==> src/rtl/aes_pkg.sv <==
// package for the aes-128 block cipher: types, tables and byte helpers
package aes_pkg;

  localparam int unsigned NumRounds = 10;
  localparam int unsigned BlockW    = 128;
  localparam int unsigned RkDepth   = NumRounds + 1;
  localparam int unsigned RkAw      = $clog2(RkDepth);

  localparam logic [7:0] Sbox [256] = '{
    8'h63,8'h7c,8'h77,8'h7b,8'hf2,8'h6b,8'h6f,8'hc5,8'h30,8'h01,8'h67,8'h2b,8'hfe,8'hd7,8'hab,8'h76,
    8'hca,8'h82,8'hc9,8'h7d,8'hfa,8'h59,8'h47,8'hf0,8'had,8'hd4,8'ha2,8'haf,8'h9c,8'ha4,8'h72,8'hc0,
    8'hb7,8'hfd,8'h93,8'h26,8'h36,8'h3f,8'hf7,8'hcc,8'h34,8'ha5,8'he5,8'hf1,8'h71,8'hd8,8'h31,8'h15,
    8'h04,8'hc7,8'h23,8'hc3,8'h18,8'h96,8'h05,8'h9a,8'h07,8'h12,8'h80,8'he2,8'heb,8'h27,8'hb2,8'h75,
    8'h09,8'h83,8'h2c,8'h1a,8'h1b,8'h6e,8'h5a,8'ha0,8'h52,8'h3b,8'hd6,8'hb3,8'h29,8'he3,8'h2f,8'h84,
    8'h53,8'hd1,8'h00,8'hed,8'h20,8'hfc,8'hb1,8'h5b,8'h6a,8'hcb,8'hbe,8'h39,8'h4a,8'h4c,8'h58,8'hcf,
    8'hd0,8'hef,8'haa,8'hfb,8'h43,8'h4d,8'h33,8'h85,8'h45,8'hf9,8'h02,8'h7f,8'h50,8'h3c,8'h9f,8'ha8,
    8'h51,8'ha3,8'h40,8'h8f,8'h92,8'h9d,8'h38,8'hf5,8'hbc,8'hb6,8'hda,8'h21,8'h10,8'hff,8'hf3,8'hd2,
    8'hcd,8'h0c,8'h13,8'hec,8'h5f,8'h97,8'h44,8'h17,8'hc4,8'ha7,8'h7e,8'h3d,8'h64,8'h5d,8'h19,8'h73,
    8'h60,8'h81,8'h4f,8'hdc,8'h22,8'h2a,8'h90,8'h88,8'h46,8'hee,8'hb8,8'h14,8'hde,8'h5e,8'h0b,8'hdb,
    8'he0,8'h32,8'h3a,8'h0a,8'h49,8'h06,8'h24,8'h5c,8'hc2,8'hd3,8'hac,8'h62,8'h91,8'h95,8'he4,8'h79,
    8'he7,8'hc8,8'h37,8'h6d,8'h8d,8'hd5,8'h4e,8'ha9,8'h6c,8'h56,8'hf4,8'hea,8'h65,8'h7a,8'hae,8'h08,
    8'hba,8'h78,8'h25,8'h2e,8'h1c,8'ha6,8'hb4,8'hc6,8'he8,8'hdd,8'h74,8'h1f,8'h4b,8'hbd,8'h8b,8'h8a,
    8'h70,8'h3e,8'hb5,8'h66,8'h48,8'h03,8'hf6,8'h0e,8'h61,8'h35,8'h57,8'hb9,8'h86,8'hc1,8'h1d,8'h9e,
    8'he1,8'hf8,8'h98,8'h11,8'h69,8'hd9,8'h8e,8'h94,8'h9b,8'h1e,8'h87,8'he9,8'hce,8'h55,8'h28,8'hdf,
    8'h8c,8'ha1,8'h89,8'h0d,8'hbf,8'he6,8'h42,8'h68,8'h41,8'h99,8'h2d,8'h0f,8'hb0,8'h54,8'hbb,8'h16
  };

  localparam logic [7:0] InvSbox [256] = '{
    8'h52,8'h09,8'h6a,8'hd5,8'h30,8'h36,8'ha5,8'h38,8'hbf,8'h40,8'ha3,8'h9e,8'h81,8'hf3,8'hd7,8'hfb,
    8'h7c,8'he3,8'h39,8'h82,8'h9b,8'h2f,8'hff,8'h87,8'h34,8'h8e,8'h43,8'h44,8'hc4,8'hde,8'he9,8'hcb,
    8'h54,8'h7b,8'h94,8'h32,8'ha6,8'hc2,8'h23,8'h3d,8'hee,8'h4c,8'h95,8'h0b,8'h42,8'hfa,8'hc3,8'h4e,
    8'h08,8'h2e,8'ha1,8'h66,8'h28,8'hd9,8'h24,8'hb2,8'h76,8'h5b,8'ha2,8'h49,8'h6d,8'h8b,8'hd1,8'h25,
    8'h72,8'hf8,8'hf6,8'h64,8'h86,8'h68,8'h98,8'h16,8'hd4,8'ha4,8'h5c,8'hcc,8'h5d,8'h65,8'hb6,8'h92,
    8'h6c,8'h70,8'h48,8'h50,8'hfd,8'hed,8'hb9,8'hda,8'h5e,8'h15,8'h46,8'h57,8'ha7,8'h8d,8'h9d,8'h84,
    8'h90,8'hd8,8'hab,8'h00,8'h8c,8'hbc,8'hd3,8'h0a,8'hf7,8'he4,8'h58,8'h05,8'hb8,8'hb3,8'h45,8'h06,
    8'hd0,8'h2c,8'h1e,8'h8f,8'hca,8'h3f,8'h0f,8'h02,8'hc1,8'haf,8'hbd,8'h03,8'h01,8'h13,8'h8a,8'h6b,
    8'h3a,8'h91,8'h11,8'h41,8'h4f,8'h67,8'hdc,8'hea,8'h97,8'hf2,8'hcf,8'hce,8'hf0,8'hb4,8'he6,8'h73,
    8'h96,8'hac,8'h74,8'h22,8'he7,8'had,8'h35,8'h85,8'he2,8'hf9,8'h37,8'he8,8'h1c,8'h75,8'hdf,8'h6e,
    8'h47,8'hf1,8'h1a,8'h71,8'h1d,8'h29,8'hc5,8'h89,8'h6f,8'hb7,8'h62,8'h0e,8'haa,8'h18,8'hbe,8'h1b,
    8'hfc,8'h56,8'h3e,8'h4b,8'hc6,8'hd2,8'h79,8'h20,8'h9a,8'hdb,8'hc0,8'hfe,8'h78,8'hcd,8'h5a,8'hf4,
    8'h1f,8'hdd,8'ha8,8'h33,8'h88,8'h07,8'hc7,8'h31,8'hb1,8'h12,8'h10,8'h59,8'h27,8'h80,8'hec,8'h5f,
    8'h60,8'h51,8'h7f,8'ha9,8'h19,8'hb5,8'h4a,8'h0d,8'h2d,8'he5,8'h7a,8'h9f,8'h93,8'hc9,8'h9c,8'hef,
    8'ha0,8'he0,8'h3b,8'h4d,8'hae,8'h2a,8'hf5,8'hb0,8'hc8,8'heb,8'hbb,8'h3c,8'h83,8'h53,8'h99,8'h61,
    8'h17,8'h2b,8'h04,8'h7e,8'hba,8'h77,8'hd6,8'h26,8'he1,8'h69,8'h14,8'h63,8'h55,8'h21,8'h0c,8'h7d
  };

  typedef enum logic [1:0] {
    ST_IDLE,
    ST_EXPAND,
    ST_ROUND,
    ST_OUT
  } ctrl_state_e;

  typedef enum logic {
    CMD_ENCRYPT = 1'b0,
    CMD_DECRYPT = 1'b1
  } cmd_e;

  typedef enum logic {
    REG_KEY_HIGH = 1'b0,
    REG_KEY_LOW  = 1'b1
  } reg_idx_e;

  // control from the sequencer to the round datapath
  typedef struct packed {
    logic load;
    logic byte_step;
    logic col_step;
    logic rnd_done;
    logic shift;
    logic decrypt;
  } rnd_ctrl_t;

  function automatic logic [7:0] xtime(input logic [7:0] a);
    return {a[6:0], 1'b0} ^ (a[7] ? 8'h1b : 8'h00);
  endfunction

  function automatic logic [7:0] rcon(input logic [3:0] k);
    logic [7:0] r;
    case (k)
      4'd1:    r = 8'h01;
      4'd2:    r = 8'h02;
      4'd3:    r = 8'h04;
      4'd4:    r = 8'h08;
      4'd5:    r = 8'h10;
      4'd6:    r = 8'h20;
      4'd7:    r = 8'h40;
      4'd8:    r = 8'h80;
      4'd9:    r = 8'h1b;
      4'd10:   r = 8'h36;
      default: r = 8'h00;
    endcase
    return r;
  endfunction

endpackage

==> src/rtl/aes128_block_cipher_unit.sv <==
// aes-128 encrypt/decrypt unit, byte-serial rounds, apb key port, stream data
// A block is taken only while the unit is idle. Key expansion then writes one round key
// per cycle into the round key ram; the initial key add fetches its round key and adds it.
// Rounds 1 to 9 each fetch the key, shift the rows, pass the 16 state bytes through the
// single s-box byte lane, mix the four columns and add the key (decrypt adds the key
// before mixing); the last round skips the mix. The result is held on m_axis until
// taken; only then is a new block accepted. Keys sit at 0x0 (high) and 0x8 (low) and
// reset to zero; the user must change them only while no block is in flight (not enforced).
module aes128_block_cipher_unit
  import aes_pkg::*;
(
  input  logic         clk_i,
  input  logic         rst_ni,
  input  logic         psel,
  input  logic         penable,
  input  logic         pwrite,
  input  logic [3:0]   paddr,
  input  logic [63:0]  pwdata,
  output logic [63:0]  prdata,
  output logic         pready,
  input  logic         s_axis_tvalid,
  output logic         s_axis_tready,
  input  logic [127:0] s_axis_tdata,  // block_high, block_low
  input  logic         s_axis_tuser,  // cmd
  output logic         m_axis_tvalid,
  input  logic         m_axis_tready,
  output logic [127:0] m_axis_tdata   // result_high, result_low
);

  ctrl_state_e       st_q, st_d;
  logic [63:0]       key_high_q, key_low_q;
  logic              dec_q;
  logic [3:0]        rnd_q, rnd_d;
  logic [4:0]        cnt_q, cnt_d;
  logic [3:0]        kcnt_q, kcnt_d;
  logic [1:0]        ph_q, ph_d;
  logic [BlockW-1:0] blk_q;
  logic [BlockW-1:0] rk_gen, rk_rd, state;
  logic              rk_we, ks_start, ks_step;
  logic [RkAw-1:0]   raddr;
  rnd_ctrl_t         rc;
  logic              cfg_we;

  assign pready = 1'b1;
  assign cfg_we = psel && penable && pwrite;
  assign prdata = (paddr[3] == REG_KEY_LOW) ? key_low_q : key_high_q;

  always_ff @(posedge clk_i or negedge rst_ni) begin
    if (!rst_ni) begin
      key_high_q <= '0;
      key_low_q  <= '0;
    end else if (cfg_we && paddr[2:0] == 3'd0) begin
      if (paddr[3] == REG_KEY_HIGH) key_high_q <= pwdata;
      else key_low_q <= pwdata;
    end
  end

  aes_keyexp u_keyexp (
    .clk_i, .start_i(ks_start), .key_i({key_high_q, key_low_q}),
    .step_i(ks_step), .rnd_i(kcnt_d), .rk_o(rk_gen)
  );

  aes_ram #(.Width(BlockW), .Depth(RkDepth)) u_rk_ram (
    .clk_i, .we_i(rk_we), .waddr_i(kcnt_q), .wdata_i(rk_gen),
    .raddr_i(raddr), .rdata_o(rk_rd)
  );

  aes_round u_round (.clk_i, .ctrl_i(rc), .blk_i(blk_q), .rk_i(rk_rd), .state_o(state));

  // phase 0: fetch key, 1: row shift and sbox bytes, 2: mix columns, 3: add key
  always_comb begin
    st_d = st_q; rnd_d = rnd_q; cnt_d = cnt_q; kcnt_d = kcnt_q; ph_d = ph_q;
    ks_start = 1'b0; ks_step = 1'b0; rk_we = 1'b0;
    case (st_q)
      ST_IDLE: begin
        if (s_axis_tvalid) begin
          st_d = ST_EXPAND; kcnt_d = '0; ks_start = 1'b1;
        end
      end
      ST_EXPAND: begin
        rk_we = 1'b1;
        if (kcnt_q == 4'(NumRounds)) begin
          st_d = ST_ROUND; rnd_d = '0; ph_d = 2'd0;
        end else begin
          kcnt_d = kcnt_q + 4'd1; ks_step = 1'b1;
        end
      end
      ST_ROUND: begin
        case (ph_q)
          2'd0: begin
            if (rnd_q == '0) begin
              ph_d = 2'd3;
            end else begin
              ph_d = 2'd1; cnt_d = '0;
            end
          end
          2'd1: begin
            cnt_d = cnt_q + 5'd1;
            if (cnt_q == 5'd16) begin
              if (dec_q || rnd_q == 4'(NumRounds)) begin
                ph_d = 2'd3;
              end else begin
                ph_d = 2'd2; cnt_d = '0;
              end
            end
          end
          2'd2: begin
            cnt_d = cnt_q + 5'd1;
            if (cnt_q == 5'd3) begin
              if (dec_q) begin
                ph_d = 2'd0; rnd_d = rnd_q + 4'd1;
              end else begin
                ph_d = 2'd3;
              end
            end
          end
          default: begin
            if (rnd_q == 4'(NumRounds)) begin
              st_d = ST_OUT;
            end else if (rnd_q == '0 || !dec_q) begin
              ph_d = 2'd0; rnd_d = rnd_q + 4'd1;
            end else begin
              ph_d = 2'd2; cnt_d = '0;
            end
          end
        endcase
      end
      default: begin
        if (m_axis_tready) st_d = ST_IDLE;
      end
    endcase
  end

  // round key address: encrypt uses round rnd, decrypt uses NumRounds-rnd
  always_comb begin
    raddr = dec_q ? RkAw'(4'(NumRounds) - rnd_q) : RkAw'(rnd_q);
    rc = '0;
    rc.decrypt   = dec_q;
    rc.load      = st_q == ST_ROUND && ph_q == 2'd3 && rnd_q == '0;
    rc.shift     = st_q == ST_ROUND && ph_q == 2'd1 && cnt_q == 5'd0;
    rc.byte_step = st_q == ST_ROUND && ph_q == 2'd1 && cnt_q != 5'd0;
    rc.col_step  = st_q == ST_ROUND && ph_q == 2'd2;
    rc.rnd_done  = st_q == ST_ROUND && ph_q == 2'd3 && rnd_q != '0;
  end

  always_ff @(posedge clk_i or negedge rst_ni) begin
    if (!rst_ni) begin
      st_q <= ST_IDLE; rnd_q <= '0; cnt_q <= '0; kcnt_q <= '0; ph_q <= '0; dec_q <= 1'b0;
    end else begin
      st_q <= st_d; rnd_q <= rnd_d; cnt_q <= cnt_d; kcnt_q <= kcnt_d; ph_q <= ph_d;
      if (st_q == ST_IDLE && s_axis_tvalid) dec_q <= s_axis_tuser;
    end
  end

  always_ff @(posedge clk_i) begin
    if (st_q == ST_IDLE && s_axis_tvalid) blk_q <= {s_axis_tdata[63:0], s_axis_tdata[127:64]};
  end

  assign s_axis_tready = st_q == ST_IDLE;
  assign m_axis_tvalid = st_q == ST_OUT;
  assign m_axis_tdata  = {state[63:0], state[127:64]};

  a_one_side: assert property (@(posedge clk_i) disable iff (!rst_ni)
    !(s_axis_tready && m_axis_tvalid)) else $error("both sides active");
  a_out_hold: assert property (@(posedge clk_i) disable iff (!rst_ni)
    m_axis_tvalid && !m_axis_tready |=> m_axis_tvalid) else $error("result dropped");
  a_kcnt: assert property (@(posedge clk_i) disable iff (!rst_ni)
    st_q == ST_EXPAND |-> kcnt_q <= 4'(NumRounds)) else $error("key count overrun");

endmodule

==> src/rtl/aes_ram.sv <==
// generic single-port write, registered read ram
module aes_ram #(
  parameter int unsigned Width = 8,
  parameter int unsigned Depth = 2
) (
  input  logic                     clk_i,
  input  logic                     we_i,
  input  logic [$clog2(Depth)-1:0] waddr_i,
  input  logic [Width-1:0]         wdata_i,
  input  logic [$clog2(Depth)-1:0] raddr_i,
  output logic [Width-1:0]         rdata_o
);

  logic [Width-1:0] mem_q [Depth];
  logic [Width-1:0] rdata_q;

  always_ff @(posedge clk_i) begin
    if (we_i) begin
      mem_q[waddr_i] <= wdata_i;
    end
    rdata_q <= mem_q[raddr_i];
  end

  assign rdata_o = rdata_q;

endmodule

==> src/rtl/aes_keyexp.sv <==
// key schedule: one round key per cycle while step_i is set, written to the round key ram
module aes_keyexp
  import aes_pkg::*;
(
  input  logic              clk_i,
  input  logic              start_i,
  input  logic [BlockW-1:0] key_i,
  input  logic              step_i,
  input  logic [3:0]        rnd_i,
  output logic [BlockW-1:0] rk_o
);

  logic [BlockW-1:0] rk_q, rk_d;
  logic [31:0]       g;
  logic [31:0]       w0, w1, w2, w3;

  always_comb begin
    g  = {Sbox[rk_q[23:16]] ^ rcon(rnd_i), Sbox[rk_q[15:8]], Sbox[rk_q[7:0]],
          Sbox[rk_q[31:24]]};
    w0 = rk_q[127:96] ^ g;
    w1 = rk_q[95:64] ^ w0;
    w2 = rk_q[63:32] ^ w1;
    w3 = rk_q[31:0] ^ w2;
    rk_d = rk_q;
    if (start_i) begin
      rk_d = key_i;
    end else if (step_i) begin
      rk_d = {w0, w1, w2, w3};
    end
  end

  always_ff @(posedge clk_i) begin
    rk_q <= rk_d;
  end

  assign rk_o = rk_q;

endmodule

==> src/rtl/aes_round.sv <==
// byte-serial round datapath: state rotates one byte per cycle through the s-box while byte_step is set
module aes_round
  import aes_pkg::*;
(
  input  logic              clk_i,
  input  rnd_ctrl_t         ctrl_i,
  input  logic [BlockW-1:0] blk_i,
  input  logic [BlockW-1:0] rk_i,
  output logic [BlockW-1:0] state_o
);

  logic [BlockW-1:0] st_q, st_d;
  logic [BlockW-1:0] sr, isr;
  logic [7:0]        sb;
  logic [31:0]       col, mc;
  logic [7:0]        a0, a1, a2, a3;
  logic [7:0]        x0, x1, x2, x3, y0, y1, y2, y3, z0, z1, z2, z3;

  function automatic logic [7:0] by(input logic [BlockW-1:0] s, input int unsigned i);
    return s[BlockW-1-8*i -: 8];
  endfunction

  always_comb begin
    for (int unsigned c = 0; c < 4; c++) begin
      for (int unsigned r = 0; r < 4; r++) begin
        sr[BlockW-1-8*(4*c+r) -: 8] = by(st_q, 4*((c+r)%4)+r);
        isr[BlockW-1-8*(4*((c+r)%4)+r) -: 8] = by(st_q, 4*c+r);
      end
    end
  end

  // mix one column per cycle at the head of the state while col_step is set
  always_comb begin
    col = st_q[BlockW-1 -: 32];
    a0 = col[31:24]; a1 = col[23:16]; a2 = col[15:8]; a3 = col[7:0];
    x0 = xtime(a0); x1 = xtime(a1); x2 = xtime(a2); x3 = xtime(a3);
    y0 = xtime(x0); y1 = xtime(x1); y2 = xtime(x2); y3 = xtime(x3);
    z0 = xtime(y0); z1 = xtime(y1); z2 = xtime(y2); z3 = xtime(y3);
    if (!ctrl_i.decrypt) begin
      mc = {x0 ^ x1 ^ a1 ^ a2 ^ a3, a0 ^ x1 ^ x2 ^ a2 ^ a3,
            a0 ^ a1 ^ x2 ^ x3 ^ a3, x0 ^ a0 ^ a1 ^ a2 ^ x3};
    end else begin
      mc = {z0^y0^x0 ^ z1^x1^a1 ^ z2^y2^a2 ^ z3^a3,
            z0^a0 ^ z1^y1^x1 ^ z2^x2^a2 ^ z3^y3^a3,
            z0^y0^a0 ^ z1^a1 ^ z2^y2^x2 ^ z3^x3^a3,
            z0^x0^a0 ^ z1^y1^a1 ^ z2^a2 ^ z3^y3^x3};
    end
  end

  assign sb = ctrl_i.decrypt ? InvSbox[st_q[BlockW-1 -: 8]] : Sbox[st_q[BlockW-1 -: 8]];

  // row shift goes ahead of the s-box pass since the two commute
  always_comb begin
    st_d = st_q;
    if (ctrl_i.load) begin
      st_d = blk_i ^ rk_i;
    end else if (ctrl_i.shift) begin
      st_d = ctrl_i.decrypt ? isr : sr;
    end else if (ctrl_i.byte_step) begin
      st_d = {st_q[BlockW-9:0], sb};
    end else if (ctrl_i.col_step) begin
      st_d = {st_q[BlockW-33:0], mc};
    end else if (ctrl_i.rnd_done) begin
      st_d = st_q ^ rk_i;
    end
  end

  always_ff @(posedge clk_i) begin
    st_q <= st_d;
  end

  assign state_o = st_q;

endmodule
==> config.mk <==
export PLATFORM = sky130hd
export DESIGN_NAME = aes128_block_cipher_unit
export DESIGN_NICKNAME = d
export VERILOG_FILES = /design/src/rtl/aes_pkg.sv /design/src/rtl/aes128_block_cipher_unit.sv /design/src/rtl/aes_ram.sv /design/src/rtl/aes_keyexp.sv /design/src/rtl/aes_round.sv
export SDC_FILE = /design/constraint.sdc
export NUM_CORES = 2
export LEC_CHECK = 0
export BUFFER_PORTS_ARGS = -buffer_cell sky130_fd_sc_hd__clkbuf_2
export CELL_PAD_IN_SITES_DETAIL_PLACEMENT = 1
export CELL_PAD_IN_SITES_GLOBAL_PLACEMENT = 1
export CORE_AREA = 2 2 555 557
export CTS_CLUSTER_SIZE = 14
export DETAILED_ROUTE_END_ITERATION = 6
export DIE_AREA = 0 0 557 559
export PLACE_DENSITY_LB_ADDON = 0.05
export SYNTH_ARGS = -nofsm -noshare
export SYNTH_HDL_FRONTEND = slang
export SYNTH_SLANG_ARGS = --single-unit
==> constraint.sdc <==
create_clock -name clk_i -period 23.8 [get_ports clk_i]
set_input_delay 4.76 -clock clk_i [delete_from_list [all_inputs] [get_ports clk_i]]
set_output_delay 4.76 -clock clk_i [all_outputs]
set_load 0.05 [all_outputs]
-- Word-level counts from Yosys, hierarchy flattened
Memory sizes are Yosys's and may differ from the RTL's. A register that Yosys moved wholly into a read port is not among the register bits.
Cells that the tools add are included.
- add/subtract/negate cells: 4
- magnitude comparators: 5
- eq/ne operators: 25
- mux-type cells: 75
- bitwise operators: 80
- reduce and logical (&&, ||, !) cells: 35
- operators with widths (kind ; count):
    two-way mux 128 bit ; 7
    bitwise XOR 8 bit ; 68
    bitwise XOR 128 bit ; 2
    bitwise XOR 32 bit ; 4
    two-way mux 120 bit ; 1
    two-way mux 8 bit ; 13
    two-way mux 5 bit ; 17
    two-way mux 64 bit ; 1
    greater-or-equal comparator 9 bit (second input constant) ; 5
    inverter 8 -> 9 bit ; 5
    two-way mux 32 bit ; 1
    two-way mux 4 bit ; 8
    two-way mux 2 bit ; 12
    case mux 4 bit (2 select lines) ; 3
    case mux 5 bit (3 select lines) ; 1
    != test 2 bit (second input constant) ; 6
    case mux 2 bit (3 select lines) ; 2
    nonzero test 4 bit ; 3
    logical AND 1 bit ; 11
    AND reduction 5 bit ; 2
    nonzero test 5 bit ; 2
    != test 3 bit (second input constant) ; 3
    adder 4 x 1 -> 4 bit (second input constant) ; 2
    == test 2 bit (second input constant) ; 4
    25 further kinds ; 41
- register bits: 530
- RAM bits: 1408
- memory bits (read-only): 12416
- input port bits: 204
- output and inout port bits: 195
- word-level logic and storage cells: 244
- memories kept: 8
- memories (memory ; depth ; bits a word ; read ports ; clocked after Yosys merged registers in ; write ports ; RTL line ; text):
    (name not given) ; 256 ; 8 ; 1 ; 0 ; 0 ; aes_keyexp.sv:18 ; g = {Sbox[rk_q[23:16]] ^ rcon(rnd_i), Sbox[rk_q[15:8]], Sbox[rk_q[7:0]],
    (name not given) ; 256 ; 8 ; 1 ; 0 ; 0 ; aes_keyexp.sv:18 ;
    (name not given) ; 256 ; 8 ; 1 ; 0 ; 0 ; aes_keyexp.sv:18 ;
    (name not given) ; 256 ; 8 ; 1 ; 0 ; 0 ; aes_keyexp.sv:19 ; Sbox[rk_q[31:24]]};
    (name not given) ; 256 ; 8 ; 1 ; 0 ; 0 ; aes_round.sv:50 ; assign sb = ctrl_i.decrypt ? InvSbox[st_q[BlockW-1 -: 8]] : Sbox[st_q[BlockW-1 -: 8]];
    (name not given) ; 256 ; 8 ; 1 ; 0 ; 0 ; aes_round.sv:50 ;
    2 more memories ; n/a ; n/a ; n/a ; n/a ; n/a ; n/a ;

-- Depth between registers and ports, before layout
- depth after elaboration: 21
- depth in mapped cells: 17
- depth with buffers taken out: 17

-- By module
A second synthesis with hierarchy kept.
- cell total of the unflattened synthesis: 9178
- area, all modules: 110160.7 µm²
- by module, submodules not included (module ; instances ; cells an instance ; area each (µm²) ; seq. area each (µm²)):
    aes_ram ; 1 ; 3021 ; 57452.6 ; 44843.0
    aes_keyexp ; 1 ; 2921 ; 22611.7 ; 3843.7
    aes_round ; 1 ; 2604 ; 19398.6 ; 3843.7
    aes128_block_cipher_unit ; 1 ; 632 ; 10697.8 ; 7497.2

-- Least setup slack after synthesis
No wires, ideal clock.
- path type: in2out
- start point: in paddr[3]
- end point: out prdata[10]
- arrival: 5896 ps
- required time: 19040 ps
- path slack: 13144 ps
- stages on the path: 3
- buffers on the path: 2
- cell sequence: clkbuf_1 > clkbuf_1 > mux2_2
- word-level cells in the longest chain between the ends: 1
- RTL lines (item ; RTL line ; text):
    start, declared ; aes128_block_cipher_unit.sv:17 ; input logic [3:0] paddr,
    two-way mux 64 bit ; aes128_block_cipher_unit.sv:46 ; assign prdata = (paddr[3] == REG_KEY_LOW) ? key_low_q : key_high_q;
    end, declared ; aes128_block_cipher_unit.sv:19 ; output logic [63:0] prdata,
No other way between the ends.

-- Worst setup path in the final report
- start point: in paddr[3]
- end point: out prdata[60]
The elaborated chain is that of the path after synthesis.

==> metrics.txt <==
# TYPE chip_impl_metric gauge
chip_impl_info{name="status",value="completed"} 1
chip_impl_info{name="cts_root_buffer",value="sky130_fd_sc_hd__clkbuf_16"} 1
chip_impl_metric{name="netlist_instances",unit=""} 8491
chip_impl_metric{name="muxShareOfSynthArea",unit=""} 0.123
chip_impl_metric{name="period_utilization_post_route",unit=""} 0.456
chip_impl_metric{name="ctsResizeCount",unit=""} 0
chip_impl_metric{name="clock_tree.htree_level_count",unit=""} 4
chip_impl_metric{name="routedWlPerCell",unit="um"} 35.5
chip_impl_metric{name="die_height",unit="um"} 559
chip_impl_metric{name="rows",unit=""} 203
chip_impl_metric{name="grt_first_pass_wirelength",unit="um"} 637000
chip_impl_info{name="synth_top_family_by_area",value="compound AO/OA/AOI/OAI gates"} 1
chip_impl_metric{name="yosysUniqueCellTypes",unit=""} 92
chip_impl_metric{name="power_leakage",unit="nW"} 41.1
chip_impl_metric{name="routed_wl",unit="um"} 458000
chip_impl_metric{name="power.density",unit="nW/um2"} 156
chip_impl_metric{name="synth_simple_gate_area_share",unit=""} 0.0829
chip_impl_metric{name="dpl_cell_area",unit="um2"} 113000
chip_impl_info{name="synth-main-ff-cell",value="sky130_fd_sc_hd__edfxtp_1"} 1
chip_impl_metric{name="synth_sequential_area_ratio",unit=""} 0.563
chip_impl_metric{name="postLayoutCellArea",unit="um2"} 121000
chip_impl_metric{name="ff2ff_path_depth",unit=""} 13
chip_impl_info{name="tritoncts",value="done"} 1
chip_impl_metric{name="clock_latency",unit="ns"} 0.96
chip_impl_info{name="r2r-end",value="u_keyexp.rk_o[7]"} 1
chip_impl_metric{name="design.die.area",unit="um2"} 311000
chip_impl_metric{name="overflow_after_grt",unit=""} 0
chip_impl_metric{name="slew_limit_headroom",unit=""} 0.177
chip_impl_info{name="synth.top_cells.by_count",value="sky130_fd_sc_hd__edfxtp_1, sky130_fd_sc_hd__nor2_1, sky130_fd_sc_hd__a21oi_1"} 1
chip_impl_metric{name="area_growth",unit="%"} 13.1
chip_impl_metric{name="via_per_inst",unit=""} 6.07
chip_impl_metric{name="clock_path_buffers",unit=""} 4
chip_impl_metric{name="worst_ep_required_time",unit="ns"} 19.04
chip_impl_metric{name="cp_data_arrival_time",unit="ns"} 6.10
chip_impl_info{name="cp-start-kind",value="input port"} 1
chip_impl_metric{name="grt_pass1_vias",unit=""} 77506
chip_impl_metric{name="total_standard_cell_area_after_synthesis",unit="um2"} 107000
chip_impl_info{name="worst_hold_startpoint",value="u_rk_ram.mem_q[10][0]"} 1
chip_impl_metric{name="synthesis.area_per_instance",unit="um2"} 12.6
chip_impl_info{name="hold_path_class",value="reg -> reg"} 1
chip_impl_metric{name="drv_slew",unit=""} 0
chip_impl_info{name="synth.area.top_cells",value="sky130_fd_sc_hd__edfxtp_1, sky130_fd_sc_hd__mux4_2, sky130_fd_sc_hd__xnor2_1"} 1
chip_impl_info{name="synthMostInstantiatedCell",value="sky130_fd_sc_hd__edfxtp_1"} 1
chip_impl_metric{name="fin_worst_skew",unit="ns"} 0.155
chip_impl_metric{name="dpl.hpwl",unit="um"} 306000
chip_impl_metric{name="post_synthesis_register_bit_count",unit=""} 2066
chip_impl_info{name="rsz0062_at_grt",value="false"} 1
chip_impl_metric{name="synth_fa_ha_area_frac",unit=""} 0.0134
chip_impl_metric{name="setup_viol",unit=""} 0
chip_impl_metric{name="hold-path-cell-count",unit=""} 2
chip_impl_metric{name="drtPass1Iterations",unit=""} 6
chip_impl_metric{name="edff_count_synth",unit=""} 1792
chip_impl_info{name="setup.worst_path.start",value="paddr[3]"} 1
chip_impl_metric{name="die_width",unit="um"} 557
chip_impl_metric{name="maxCapViolations",unit=""} 0
chip_impl_metric{name="netlist.area_leader.share",unit=""} 0.505
chip_impl_metric{name="clk_transition_reported_paths",unit="ns"} 0.06
chip_impl_metric{name="worst-r2r-setup-slack",unit="ns"} 17.81
chip_impl_metric{name="grt_antenna_before_repair",unit=""} 44
chip_impl_info{name="hold_end",value="u_rk_ram.rdata_o[0]"} 1
chip_impl_metric{name="finish.net_count",unit=""} 8911
chip_impl_metric{name="critical_path_peak_fanout",unit=""} 66
chip_impl_metric{name="core-area",unit="um2"} 305000
chip_impl_metric{name="post_cts_hold_buffer_count",unit=""} 0
chip_impl_metric{name="mapped_nets",unit=""} 8808
chip_impl_metric{name="cts_inserted_buffers",unit=""} 231
chip_impl_metric{name="synth_xor_xnor_area_share",unit=""} 0.0550
chip_impl_metric{name="cts.sinks",unit=""} 2066
chip_impl_metric{name="floorplan.initialDensity",unit=""} 0.349
chip_impl_metric{name="hold_violations",unit=""} 0
chip_impl_info{name="worstSetupPathType",value="in -> out"} 1
chip_impl_metric{name="pin_count",unit=""} 399
chip_impl_metric{name="global_route.usage.total",unit=""} 0.285
chip_impl_metric{name="drcViolationCount",unit=""} 0
chip_impl_metric{name="drive_gt1_frac",unit=""} 0.182
chip_impl_metric{name="power.ir.vdd_worst",unit="uV"} 95.8
chip_impl_metric{name="quantity_of_i_o_buffers_inserted_on_ports",unit=""} 397
chip_impl_metric{name="initialDrtViolationCount",unit=""} 8834
chip_impl_info{name="synth_largest_area_cell",value="sky130_fd_sc_hd__edfxtp_1"} 1
chip_impl_metric{name="postSynth.asyncResetShare",unit=""} 0.0707
chip_impl_metric{name="post_cts.repair.setup_buffers",unit=""} 0
chip_impl_metric{name="max_slew.worst_pin.slew",unit="ns"} 1.22
chip_impl_metric{name="drtAntennaViolNets",unit=""} 0
chip_impl_metric{name="yosysWarningCount",unit=""} 0
chip_impl_metric{name="gpl.final_weighted_congestion",unit=""} 0.943
chip_impl_metric{name="vias",unit=""} 78307
chip_impl_info{name="rr_startpoint",value="u_keyexp.rk_o[25]"} 1
chip_impl_info{name="critical_path.endpoint_type",value="output pin"} 1
chip_impl_metric{name="period_needed",unit="ns"} 10.86
chip_impl_metric{name="fin_setup_tns",unit="ns"} 0
chip_impl_metric{name="clock.fmax",unit="MHz"} 92.1
chip_impl_metric{name="grt_start_max_net_pins",unit=""} 158
chip_impl_metric{name="synth-compound-area-share",unit=""} 0.132
## routing by layer
| layer | wire length, um | track usage | up-vias |
|---|---|---|---|
| li1 | - | - | 32955 |
| met1 | 213000 | 0.430 | 41362 |
| met2 | 199000 | 0.423 | 3366 |
| met3 | 30800 | 0.0403 | 614 |
| met4 | 14600 | 0.0834 | 10 |
| met5 | 69 | 0 | - |
## critical path, stage by stage
cell and delay (ns):
sky130_fd_sc_hd__buf_4 0.62, sky130_fd_sc_hd__mux2_2 0.43, sky130_fd_sc_hd__clkbuf_2 0.24
## where the power goes
part / switching, mW / internal (mW) / leakage (nW) / total, mW
Clock: 1.52 / 2.10 / 3.78 / 3.61
Combinational: 5.73 / 3.06 / 18.0 / 8.79
Sequential: 1.14 / 5.23 / 19.3 / 6.37
Total: 8.39 / 10.4 / 41.1 / 18.8
## through the flow
| step | worst slack [ns] | power, mW | util | hold WS, ns | instances |
|---|---|---|---|---|---|
| floorplan | 13.14 | 11.5 | - | 0.489 | 8491 |
| global placement | 13.04 | 15.0 | 0.370 | 0.526 | 12461 |
| detailed placement | 12.95 | 15.1 | 0.370 | 0.537 | 12461 |
| CTS | 12.94 | 18.8 | 0.395 | 0.451 | 12892 |
| global route | 12.88 | 19.6 | 0.395 | 0.495 | 12893 |
| finish | 12.94 | 18.8 | 0.395 | 0.468 | 12899 |
## cell usage in the layout (no fill, tap or decap), types with 40 or more instances in the layout
cell type,count
sky130_fd_sc_hd__xnor2_1,460
sky130_fd_sc_hd__clkbuf_1,62
sky130_fd_sc_hd__buf_4,193
sky130_fd_sc_hd__nand2_1,460
sky130_fd_sc_hd__o21ai_0,409
sky130_fd_sc_hd__o311ai_0,53
sky130_fd_sc_hd__a211oi_1,338
sky130_fd_sc_hd__mux2i_1,376
sky130_fd_sc_hd__clkinv_2,43
sky130_fd_sc_hd__dfxtp_1,128
sky130_fd_sc_hd__nand2b_1,135
sky130_fd_sc_hd__a21oi_1,526
sky130_fd_sc_hd__a311oi_1,62
sky130_fd_sc_hd__ha_1,111
sky130_fd_sc_hd__mux4_2,307
sky130_fd_sc_hd__edfxtp_1,1792
sky130_fd_sc_hd__nor3_1,161
sky130_fd_sc_hd__mux2_2,215
sky130_fd_sc_hd__nand3_1,143
sky130_fd_sc_hd__o22ai_1,50
sky130_fd_sc_hd__and2_1,40
sky130_fd_sc_hd__inv_1,57
sky130_fd_sc_hd__a31oi_1,89
sky130_fd_sc_hd__a221oi_1,51
sky130_fd_sc_hd__dfrtp_1,144
sky130_fd_sc_hd__clkbuf_16,239
sky130_fd_sc_hd__o211ai_1,115
sky130_fd_sc_hd__clkbuf_2,395
sky130_fd_sc_hd__or2_2,42
sky130_fd_sc_hd__o31ai_1,40
sky130_fd_sc_hd__nor2b_1,126
sky130_fd_sc_hd__nor2_1,571
sky130_fd_sc_hd__xor2_1,113
## kinds of logic (layout without fill, tap and decap cells)
kind of cell    Yosys count  after routing
buf+inv                 816           1117
xor+xnor                611            611
simple gates           1869           1869
fa+ha+maj               113            113
compound gates         2117           2117
mux                     898            898
other cells               1              8
flops                  2066           2066
## worst max-delay path by stage
stage / endpoint / slack, ns / cells past startpoint
floorplan: prdata[10] / 13.14 / 3
CTS: prdata[60] / 12.94 / 3
global placement: prdata[24] / 13.04 / 3
finish: prdata[60] / 12.94 / 3
detailed placement: prdata[60] / 12.95 / 3
global route: prdata[58] / 12.88 / 3
## flip-flops by register name, summed over array words and instances, names as in the netlist
signal            count
cnt_q                 5
blk_q               128
u_keyexp.rk_o       128
kcnt_q                4
dec_q                 1
u_rk_ram.mem_q     1408
st_q                  2
rnd_q                 4
key_high_q           64
u_round.state_o     128
u_rk_ram.rdata_o    128
ph_q                  2
key_low_q            64
## final cells by class
class	instances	area (um2)
Fill cell	31591	185000
Sequential cell	2066	60000
Multi-Input combinational cell	5609	43500
Clock buffer	336	6700
Tap cell	4100	5130
Timing Repair Buffer	608	3820
Clock inverter	95	1010
Inverter	78	303
Antenna cell	7	17.5
No activity file was read; power rests on OpenSTA's default activity.
